### config.mk
export PLATFORM = sky130hd
export DESIGN_NAME = bitmask_dictionary_code_decompressor_flat
export DESIGN_NICKNAME = d
export VERILOG_FILES = /design/src/hw/rtl/bdc_pkg.sv /design/src/hw/rtl/bdc_if.sv /design/src/hw/rtl/bdc_dict.sv /design/src/hw/rtl/bdc_ctrl.sv /design/src/hw/rtl/bdc_datapath.sv /design/src/hw/rtl/bitmask_dictionary_code_decompressor.sv /design/src/flat_wrapper.sv
export SDC_FILE = /design/constraint.sdc
export NUM_CORES = 1
export LEC_CHECK = 0
export BUFFER_PORTS_ARGS = -buffer_cell sky130_fd_sc_hd__buf_2
export CAP_MARGIN = 0
export CORE_UTILIZATION = 45
export CTS_BUF_LIST = sky130_fd_sc_hd__clkbuf_4 sky130_fd_sc_hd__clkbuf_8
export DETAILED_ROUTE_END_ITERATION = 8
export GPL_TIMING_DRIVEN = 0
export SLEW_MARGIN = 20
export SYNTH_ARGS = -nofsm -noshare
export SYNTH_HDL_FRONTEND = slang
export SYNTH_SLANG_ARGS = --single-unit
### constraint.sdc
create_clock -name clk_i -period 6.1 [get_ports clk_i]
set_input_delay 0.61 -clock clk_i [delete_from_list [all_inputs] [get_ports clk_i]]
set_output_delay 0.61 -clock clk_i [all_outputs]
set_load 0.02 [all_outputs]
### src/hw/rtl/bdc_pkg.sv
// shared types, code formats and constants of the bitmask dictionary decompressor
`timescale 1ns / 1ps

package bdc_pkg;

  localparam int unsigned WordW    = 32;
  localparam int unsigned DictN    = 8;
  localparam int unsigned DictIdxW = 3;
  localparam int unsigned CfgIdxW  = 4;
  localparam int unsigned BufW     = 66;
  localparam int unsigned CntW     = 7;
  localparam int unsigned LenW     = 6;

  typedef enum logic [2:0] {
    FMT_REPEAT    = 3'b000,
    FMT_MASK4     = 3'b001,
    FMT_FLIP1     = 3'b010,
    FMT_FLIP2     = 3'b011,
    FMT_FLIP_PAIR = 3'b100,
    FMT_DIRECT    = 3'b101,
    FMT_RESERVED  = 3'b110,
    FMT_RAW       = 3'b111
  } bdc_fmt_e;

  typedef enum logic {
    ST_IDLE,
    ST_DECODE
  } bdc_state_e;

  typedef struct packed {
    logic [WordW-1:0] stream_word;
    logic             final_word;
  } bdc_in_t;

  typedef struct packed {
    logic [WordW-1:0] out_word;
    logic             format_error;
    logic             run_last;
  } bdc_out_t;

  // controller to datapath
  typedef struct packed {
    logic load;
    logic skip_word;
    logic emit;
    logic finish;
  } bdc_cmd_t;

  // datapath to controller
  typedef struct packed {
    logic skip;
    logic fits;
    logic last;
    logic out_free;
  } bdc_stat_t;

  // total code length, format included
  function automatic logic [LenW-1:0] code_len(input bdc_fmt_e fmt);
    logic [LenW-1:0] len;
    unique case (fmt)
      FMT_REPEAT:    len = LenW'(5);
      FMT_MASK4:     len = LenW'(15);
      FMT_FLIP1:     len = LenW'(11);
      FMT_FLIP2:     len = LenW'(11);
      FMT_FLIP_PAIR: len = LenW'(16);
      FMT_DIRECT:    len = LenW'(6);
      FMT_RESERVED:  len = LenW'(3);
      FMT_RAW:       len = LenW'(35);
      default:       len = LenW'(3);
    endcase
    return len;
  endfunction

endpackage

### src/hw/rtl/bdc_if.sv
// request channels of the decompressor: compressed words in, decoded words out
`timescale 1ns / 1ps

interface bdc_in_if;
  import bdc_pkg::*;
  logic    valid;
  logic    ready;
  bdc_in_t payload;
  modport source (output valid, output payload, input ready);
  modport sink (input valid, input payload, output ready);
endinterface

interface bdc_out_if;
  import bdc_pkg::*;
  logic     valid;
  logic     ready;
  bdc_out_t payload;
  modport source (output valid, output payload, input ready);
  modport sink (input valid, input payload, output ready);
endinterface

### src/hw/rtl/bdc_dict.sv
// eight-entry dictionary register file written through the configuration port
`timescale 1ns / 1ps

module bdc_dict
  import bdc_pkg::*;
(
  input  logic                clk_i,
  input  logic                rst_ni,
  input  logic                cfg_we_i,
  input  logic [CfgIdxW-1:0]  cfg_idx_i,
  input  logic [WordW-1:0]    cfg_wdata_i,
  input  logic [DictIdxW-1:0] rd_addr_i,
  output logic [WordW-1:0]    rd_data_o
);

  logic [WordW-1:0] dict_q [DictN];

  always_ff @(posedge clk_i or negedge rst_ni) begin
    if (!rst_ni) begin
      for (int i = 0; i < DictN; i++) dict_q[i] <= '0;
    end else if (cfg_we_i && !cfg_idx_i[CfgIdxW-1]) begin
      // indices above the dictionary are ignored
      dict_q[cfg_idx_i[DictIdxW-1:0]] <= cfg_wdata_i;
    end
  end

  assign rd_data_o = dict_q[rd_addr_i];

endmodule

### src/hw/rtl/bdc_ctrl.sv
// controller: sequences word loads and one decoded result per cycle while the output register is free
`timescale 1ns / 1ps

module bdc_ctrl
  import bdc_pkg::*;
(
  input  logic      clk_i,
  input  logic      rst_ni,
  input  logic      in_valid_i,
  output logic      in_ready_o,
  input  bdc_stat_t stat_i,
  output bdc_cmd_t  cmd_o
);

  bdc_state_e state_q, state_d;

  always_ff @(posedge clk_i or negedge rst_ni) begin
    if (!rst_ni) begin
      state_q <= ST_IDLE;
    end else begin
      state_q <= state_d;
    end
  end

  always_comb begin
    state_d = state_q;
    unique case (state_q)
      ST_IDLE: begin
        if (in_valid_i && !stat_i.skip) state_d = ST_DECODE;
      end
      ST_DECODE: begin
        if (!stat_i.fits) begin
          state_d = ST_IDLE;
        end else if (stat_i.out_free && stat_i.last) begin
          state_d = ST_IDLE;
        end
      end
      default: state_d = ST_IDLE;
    endcase
  end

  always_comb begin
    in_ready_o      = 1'b0;
    cmd_o           = '0;
    unique case (state_q)
      ST_IDLE: begin
        in_ready_o      = 1'b1;
        cmd_o.load      = in_valid_i && !stat_i.skip;
        cmd_o.skip_word = in_valid_i && stat_i.skip;
      end
      ST_DECODE: begin
        cmd_o.finish = !stat_i.fits;
        cmd_o.emit   = stat_i.fits && stat_i.out_free;
      end
      default: ;
    endcase
  end

endmodule

### src/hw/rtl/bdc_datapath.sv
// datapath: bit buffer, code field extraction, word rebuild and output register
`timescale 1ns / 1ps

module bdc_datapath
  import bdc_pkg::*;
(
  input  logic                clk_i,
  input  logic                rst_ni,
  input  bdc_cmd_t            cmd_i,
  output bdc_stat_t           stat_o,
  input  logic [WordW-1:0]    in_word_i,
  input  logic                in_final_i,
  output logic [DictIdxW-1:0] dict_addr_o,
  input  logic [WordW-1:0]    dict_word_i,
  input  logic                out_ready_i,
  output logic                out_valid_o,
  output bdc_out_t            out_data_o
);

  logic [BufW-1:0]  buf_q, buf_d;
  logic [CntW-1:0]  cnt_q, cnt_d;
  logic [WordW-1:0] prev_q, prev_d;
  logic             skip_q, skip_d;
  logic             final_q, final_d;
  logic [1:0]       rep_q, rep_d;
  logic             out_valid_q, out_valid_d;
  bdc_out_t         out_q, out_d;

  bdc_fmt_e         fmt, fmt2;
  logic [LenW-1:0]  len, len2;
  logic [4:0]       pos_p, pos_q;
  logic [3:0]       mask;
  logic [WordW-1:0] res;
  logic [BufW-1:0]  shifted;
  logic [CntW-1:0]  cnt_next;
  logic             fits, fits2, rep_done, consume, last, out_free;

  // head of the buffer, oldest bit in the msb
  assign fmt   = bdc_fmt_e'(buf_q[BufW-1 -: 3]);
  assign len   = code_len(fmt);
  assign pos_p = buf_q[62:58];
  assign pos_q = buf_q[57:53];
  assign mask  = buf_q[57:54];

  assign fits = (cnt_q >= CntW'(3)) &&
                ((fmt == FMT_RESERVED) || ({1'b0, len} <= cnt_q));

  always_comb begin
    unique case (fmt)
      FMT_MASK4:                dict_addr_o = buf_q[53:51];
      FMT_FLIP1, FMT_FLIP2:     dict_addr_o = buf_q[57:55];
      FMT_FLIP_PAIR:            dict_addr_o = buf_q[52:50];
      default:                  dict_addr_o = buf_q[62:60];
    endcase
  end

  always_comb begin
    unique case (fmt)
      FMT_MASK4:     res = dict_word_i ^ ({mask, 28'b0} >> pos_p);
      FMT_FLIP1:     res = dict_word_i ^ (32'h8000_0000 >> pos_p);
      FMT_FLIP2:     res = dict_word_i ^ (32'hC000_0000 >> pos_p);
      FMT_FLIP_PAIR: res = dict_word_i ^ (32'h8000_0000 >> pos_p) ^ (32'h8000_0000 >> pos_q);
      FMT_DIRECT:    res = dict_word_i;
      FMT_RAW:       res = buf_q[62:31];
      FMT_REPEAT:    res = prev_q;
      default:       res = '0;
    endcase
  end

  assign rep_done = (rep_q == buf_q[62:61]);
  assign consume  = (fmt != FMT_RESERVED) && ((fmt != FMT_REPEAT) || rep_done);

  // look ahead at the code after this one to flag the last result of a word
  assign shifted  = buf_q << len;
  assign cnt_next = cnt_q - {1'b0, len};
  assign fmt2     = bdc_fmt_e'(shifted[BufW-1 -: 3]);
  assign len2     = code_len(fmt2);
  assign fits2    = (cnt_next >= CntW'(3)) &&
                    ((fmt2 == FMT_RESERVED) || ({1'b0, len2} <= cnt_next));
  assign last     = (fmt == FMT_RESERVED) || (consume && !fits2);

  assign out_free = !out_valid_q || out_ready_i;

  always_comb begin
    buf_d       = buf_q;
    cnt_d       = cnt_q;
    prev_d      = prev_q;
    skip_d      = skip_q;
    final_d     = final_q;
    rep_d       = rep_q;
    out_valid_d = out_valid_q && !out_ready_i;
    out_d       = out_q;

    if (cmd_i.load) begin
      buf_d   = buf_q | ({in_word_i, 34'b0} >> cnt_q);
      cnt_d   = cnt_q + CntW'(WordW);
      final_d = in_final_i;
    end

    if (cmd_i.skip_word && in_final_i) begin
      skip_d = 1'b0;
      buf_d  = '0;
      cnt_d  = '0;
    end

    if (cmd_i.finish && final_q) begin
      buf_d = '0;
      cnt_d = '0;
    end

    if (cmd_i.emit) begin
      out_valid_d        = 1'b1;
      out_d.out_word     = res;
      out_d.format_error = (fmt == FMT_RESERVED);
      out_d.run_last     = last;
      if (fmt == FMT_RESERVED) begin
        buf_d  = '0;
        cnt_d  = '0;
        skip_d = !final_q;
      end else if (consume) begin
        buf_d = shifted;
        cnt_d = cnt_next;
        rep_d = '0;
        if (fmt != FMT_REPEAT) prev_d = res;
      end else begin
        rep_d = rep_q + 2'd1;
      end
      // padding after the last code of a final word is dropped
      if (last && final_q) begin
        buf_d = '0;
        cnt_d = '0;
      end
    end
  end

  always_ff @(posedge clk_i or negedge rst_ni) begin
    if (!rst_ni) begin
      buf_q       <= '0;
      cnt_q       <= '0;
      prev_q      <= '0;
      skip_q      <= 1'b0;
      final_q     <= 1'b0;
      rep_q       <= '0;
      out_valid_q <= 1'b0;
    end else begin
      buf_q       <= buf_d;
      cnt_q       <= cnt_d;
      prev_q      <= prev_d;
      skip_q      <= skip_d;
      final_q     <= final_d;
      rep_q       <= rep_d;
      out_valid_q <= out_valid_d;
    end
  end

  always_ff @(posedge clk_i) begin
    out_q <= out_d;
  end

  assign stat_o.skip     = skip_q;
  assign stat_o.fits     = fits;
  assign stat_o.last     = last;
  assign stat_o.out_free = out_free;

  assign out_valid_o = out_valid_q;
  assign out_data_o  = out_q;

endmodule

### src/hw/rtl/bitmask_dictionary_code_decompressor.sv
// top level of the bitmask dictionary code decompressor with result checks
`timescale 1ns / 1ps

// Decodes a bitmask/dictionary compressed stream delivered as 32-bit words,
// first bit in bit 31. Codes open with a 3-bit format: repeat the previous
// word, xor a 4-bit mask, flip one, two adjacent or two given bits of a
// dictionary entry, a plain dictionary hit, or 32 raw bits; the reserved
// format gives one error result and the rest of the stream up to its final
// word is skipped. Up to 34 undecoded bits carry over to the next word, and
// the padding after the last code of a final word is dropped. The eight
// dictionary entries are written through cfg_we_i / cfg_idx_i / cfg_wdata_i
// (index 0..7, higher indices ignored); the user must write them only while
// the block is idle, the block itself does not enforce it. A word is loaded
// into the bit buffer, then the datapath's single decode step yields one
// result per cycle, each repeat counting as one, while the output register
// is free; a word with no result still enters the decode state, and a word
// skipped after an error is taken in without decoding. A result waits in
// the output register while the next word is already taken in; run_last
// marks the last result caused by a word.
module bitmask_dictionary_code_decompressor
  import bdc_pkg::*;
(
  input  logic               clk_i,
  input  logic               rst_ni,
  bdc_in_if.sink             in_i,
  bdc_out_if.source          out_o,
  input  logic               cfg_we_i,
  input  logic [CfgIdxW-1:0] cfg_idx_i,
  input  logic [WordW-1:0]   cfg_wdata_i
);

  bdc_cmd_t            cmd;
  bdc_stat_t           stat;
  logic [DictIdxW-1:0] dict_addr;
  logic [WordW-1:0]    dict_word;

  // dictionary entries
  bdc_dict u_dict (
    .clk_i       (clk_i),
    .rst_ni      (rst_ni),
    .cfg_we_i    (cfg_we_i),
    .cfg_idx_i   (cfg_idx_i),
    .cfg_wdata_i (cfg_wdata_i),
    .rd_addr_i   (dict_addr),
    .rd_data_o   (dict_word)
  );

  // sequencing of loads and decode steps
  bdc_ctrl u_ctrl (
    .clk_i      (clk_i),
    .rst_ni     (rst_ni),
    .in_valid_i (in_i.valid),
    .in_ready_o (in_i.ready),
    .stat_i     (stat),
    .cmd_o      (cmd)
  );

  // bit buffer, decode and output register
  bdc_datapath u_dp (
    .clk_i       (clk_i),
    .rst_ni      (rst_ni),
    .cmd_i       (cmd),
    .stat_o      (stat),
    .in_word_i   (in_i.payload.stream_word),
    .in_final_i  (in_i.payload.final_word),
    .dict_addr_o (dict_addr),
    .dict_word_i (dict_word),
    .out_ready_i (out_o.ready),
    .out_valid_o (out_o.valid),
    .out_data_o  (out_o.payload)
  );

`ifndef NO_ASSERTIONS
  // an error result carries a zero word and closes the word's results
  assert property (@(posedge clk_i) disable iff (!rst_ni)
    (out_o.valid && out_o.payload.format_error) |->
      (out_o.payload.out_word == '0 && out_o.payload.run_last))
    else $error("error result with nonzero word or without run_last");

  // a decode step is only issued into a free output slot
  assert property (@(posedge clk_i) disable iff (!rst_ni)
    cmd.emit |-> stat.out_free)
    else $error("decode step while output register is blocked");

  // a word is never loaded while results are still being decoded
  assert property (@(posedge clk_i) disable iff (!rst_ni)
    !(cmd.load && (cmd.emit || cmd.finish)))
    else $error("word load overlaps decode");

  // after a word is loaded the block does not take another one next cycle
  assert property (@(posedge clk_i) disable iff (!rst_ni)
    cmd.load |=> !in_i.ready)
    else $error("input taken again right after a load");
`endif

endmodule

### src/flat_wrapper.sv
// flat-port wrapper written by rule: the top's interface ports become plain ports
module bitmask_dictionary_code_decompressor_flat import bdc_pkg::*;
  (clk_i, rst_ni, cfg_we_i, cfg_idx_i, cfg_wdata_i, in_i_valid, in_i_payload, in_i_ready, out_o_valid, out_o_payload, out_o_ready);
  bdc_in_if in_i_i ();
  bdc_out_if out_o_i ();
  input  logic clk_i;
  input  logic rst_ni;
  input  logic cfg_we_i;
  input  logic [CfgIdxW-1:0] cfg_idx_i;
  input  logic [WordW-1:0] cfg_wdata_i;
  input wire logic [$bits(in_i_i.valid)-1:0] in_i_valid;
  input wire logic [$bits(in_i_i.payload)-1:0] in_i_payload;
  output wire logic [$bits(in_i_i.ready)-1:0] in_i_ready;
  output wire logic [$bits(out_o_i.valid)-1:0] out_o_valid;
  output wire logic [$bits(out_o_i.payload)-1:0] out_o_payload;
  input wire logic [$bits(out_o_i.ready)-1:0] out_o_ready;
  assign in_i_i.valid = in_i_valid;
  assign in_i_i.payload = in_i_payload;
  assign in_i_ready = in_i_i.ready;
  assign out_o_valid = out_o_i.valid;
  assign out_o_payload = out_o_i.payload;
  assign out_o_i.ready = out_o_ready;
  bitmask_dictionary_code_decompressor u_core (.clk_i(clk_i), .rst_ni(rst_ni), .in_i(in_i_i), .out_o(out_o_i), .cfg_we_i(cfg_we_i), .cfg_idx_i(cfg_idx_i), .cfg_wdata_i(cfg_wdata_i));
endmodule
==> results by group <==
Route
  • Drt first pass iters: 7
  • Iter 0 DRT Violations: 4981
  • Final wirelength: 147000 microns
  • Per-cell routed wire length: 35.6 microns
  • DRC Markers: 0
  • Vias per cell: 7.13
  • Via count: 29400
  • Routed Antenna Nets: 0

Cells and area
  • Nets: 3326
  • Register area: 10200 sq um
  • Footprint of the multi-input gates: 16900 sq um
  • Post-synthesis to final-layout area growth: 12.4%
  • Number of filler instances in the final layout: 5779
  • Non-Filler Instances: 4129
  • Layout cells sized above 1: 0.222

Worst setup path
  • Crit path cell chain: buf_6, buf_2, buf_2, clkdlybuf4s15_2, clkbuf_1, clkbuf_2, clkbuf_2, o22ai_1, nand2_1, ha_1, nor2b_1, o21a_1, o21ai_0, a21o_1, a21oi_1, o2111ai_2, nand3_1, o22ai_1
  • CP Class: flop to flop
  • Required time worst endpoint: 6.63 ns
  • Setup crit start kind: flop
  • Critical Path AT: 6.64 ns
  • Worst stage delay on the critical path: 0.62 ns
  • Worst Path Max Fanout: 10
  • Critical path's slowest cell: clkbuf_1
  • Setup crit end kind: flop
  • Crit path max-delay family: buffers and inverters
  • Buf/Inv on CP: 7

Synth
  • Syn_nets: 3137
  • Mapped cell area: 28300 sq um
  • Syn avg cell area: 9.28 sq um
  • Sequential area share after synthesis: 0.361
  • Async SR Flop Fraction: 0.915
  • Most numerous cell in the Yosys netlist: dfrtp_1
  • Cells taking the most area after synthesis: dfrtp_1 (32%), mux2_2 (12%), nand2_1 (4.8%), mux4_2 (4.1%), edfxtp_1 (3.6%)
  • Post-Synthesis Cells: 3048
  • Synth Flop Type: dfrtp_1
  • Yosys top cell area share: 0.325
  • Count of different cell masters after synthesis: 96
  • Commonest cells in the netlist: dfrtp_1 (367), nand2_1 (359), mux2_2 (294)
  • Area leader, netlist: dfrtp_1
  • Post-synth EDFFs: 34
  • YS warnings: 0
  • Synth Register Bits: 401

Clocking
  • H-tree depth: 3
  • Worst-skew pair later-pin latency: 0.72 ns
  • Clock sinks: 401
  • Clk buf depth: 3
  • Clock transition at path regs: 0.07 ns
  • Num CTS Buffers: 71
  • TritonCTS clock tree: built
  • CTS root buf: clkbuf_8

Global routing
  • Largest net degree at the start of global routing: 105
  • First-pass GRT wire length: 206000 microns
  • Vias in the first global route: 27800
  • Gr ovfl total: 0
  • Total track usage: 0.454
  • Initial antenna violation count: 12

Placed design
  • GPL Wtd Cong: 1.06
  • PortBufs: 109
  • Placed instance count: 3999
  • HPWL after DPL: 109000 microns

Status
  • Failing checks: negative setup slack
  • Outcome: finished, violations left

Worst hold path
  • Worst min-delay path category: input pin to flop

Floorplan
  • Starting Density: 0.457
  • Row cnt: 91
  • Area of the core: 61900 sq um
  • Die area: 63900 sq um
  • Die height: 253 microns
  • # IOs: 110
  • Die Width: 253 microns

STA
  • Unrepaired setup endpoints after global routing: false
  • Tmin final: 6.10 ns
  • Final setup viols: 1
  • Final max-slew violation count: 0
  • Fin. Hold Viols: 0
  • Slew margin rel.: 0.162
  • Slew @ Worst Pin: 1.25 ns
  • Setup tns final: -0.00196 ns
  • Fmax achieved: 164 MHz
  • Fin worst setup slack: -0.00196 ns
  • Final critical-path share of the clock period: 1.00
  • Skew final: 0.0439 ns

Flow run
  • Max Cap Violations: 0

Power
  • Pwr Total: 22.5 mW
  • Pwr/cell area: 709 nW/um^2
  • Leakage: 12.8 nW
  • Worst IR drop on VDD: 0.308 mV
final cells by class:
class                           count  share of cell area
Buffer                            262              0.0367
Antenna cell                        6            0.000472
Clock buffer                      101              0.0402
Inverter                           51             0.00634
Multi-Input combinational cell   2329               0.530
Tap cell                          837              0.0330
Timing Repair Buffer              121              0.0229
Sequential cell                   401               0.321
Clock inverter                     21             0.00894
cells in the final DEF (no fill, tap or decap), types with 27 or more instances in the layout:
cell type | synthesis | final
edfxtp_1 | 34 | 34
nand4_1 | 30 | 30
nor2_1 | 213 | 209
a32oi_1 | 44 | 44
mux4_2 | 52 | 52
xnor2_1 | 42 | 42
o21ai_0 | 182 | 181
clkbuf_8 | 0 | 83
a22oi_1 | 27 | 27
nand2_1 | 359 | 358
nand3_1 | 60 | 60
nor3_1 | 50 | 50
inv_1 | 42 | 42
a211oi_1 | 51 | 51
mux2_2 | 294 | 294
o22ai_1 | 79 | 77
and3_1 | 28 | 28
mux2i_1 | 101 | 100
clkbuf_1 | 179 | 167
xor2_1 | 39 | 39
a21oi_1 | 164 | 164
a31oi_1 | 29 | 29
buf_2 | 42 | 145
nor2b_1 | 43 | 42
dfrtp_1 | 367 | 367
metal layers:
layer  share of wire  track usage
met1            0.39        0.617
met2            0.40        0.638
met3            0.15        0.167
met4           0.054        0.207
met5         0.00059            0
what timing repair did:
action / 4_1_cts / 5_1_grt
gates resized for setup: 29 / 21
hold buffers: 1 / 0
setup buffers: 0 / 6
pin swaps: 0 / 3
endpoints found under the setup margin: 142 / 93
hold endpoints to repair: 29 / 0
kinds of logic after synthesis:
family,count (synthesis),share of synthesized area
adders and majority gates,15,0.00690
and+or+nand+nor,885,0.143
xor gates and xnor gates,85,0.0274
AOI/OAI and AO/OA,897,0.221
muxes,447,0.194
buffers and inverters,318,0.0465
DFF,401,0.361
power breakdown:
group          internal (mW)  total, mW  switching (mW)
logic                   4.60       15.1            10.5
clock network           1.55       2.85            1.30
registers               3.62       4.53           0.911
path summary, 6_finish.rpt:
| kind | from | end | slack, ns | cells after the start |
|---|---|---|---|---|
| max in group asynchronous | rst_ni | u_core.u_dict.dict_q[76] | 4.41 | 4 |
| worst max-delay path | u_core.u_dp.buf_q[64] | u_core.u_dp.buf_q[64] | -0.002 | 18 |
| worst max register to register | u_core.u_dp.buf_q[64] | u_core.u_dp.buf_q[64] | -0.002 | 18 |
| min in group asynchronous | rst_ni | u_core.u_dp.buf_q[13] | 0.39 | 2 |
| worst min-delay path | cfg_wdata_i[11] | u_core.u_dict.dict_q[43] | 0.20 | 3 |
| worst min register to register | u_core.u_dict.dict_q[196] | u_core.u_dict.dict_q[196] | 0.50 | 1 |
tightest hold or removal path, cell delays in order:
cell,delay [ns]
buf_2,0.15
nand2_1,0.06
o21ai_0,0.07
through the flow:
| step | hold slack, ns | setup WS [ns] | util | instance area (sq um) |
|---|---|---|---|---|
| global placement | 0.479 | -2.98 | 0.482 | 29900 |
| detailed placement | 0.485 | -1.21 | 0.485 | 30000 |
| finish | 0.202 | -0.00196 | 0.513 | 31800 |
| global route | 0.231 | 0.00220 | 0.513 | 31800 |
| floorplan | 0.314 | 0.686 | - | 28300 |
| CTS | 0.196 | 0.0249 | 0.511 | 31700 |
registers in the layout, indices dropped and copies added, names as in the netlist, 2 cells and up:
register                cells
u_core.u_dict.dict_q      256
u_core.u_dp.buf_q          66
u_core.u_dp.out_data_o     34
u_core.u_dp.prev_q         32
u_core.u_dp.cnt_q           7
u_core.u_dp.rep_q           2
No activity file was read; power rests on OpenSTA's default activity.
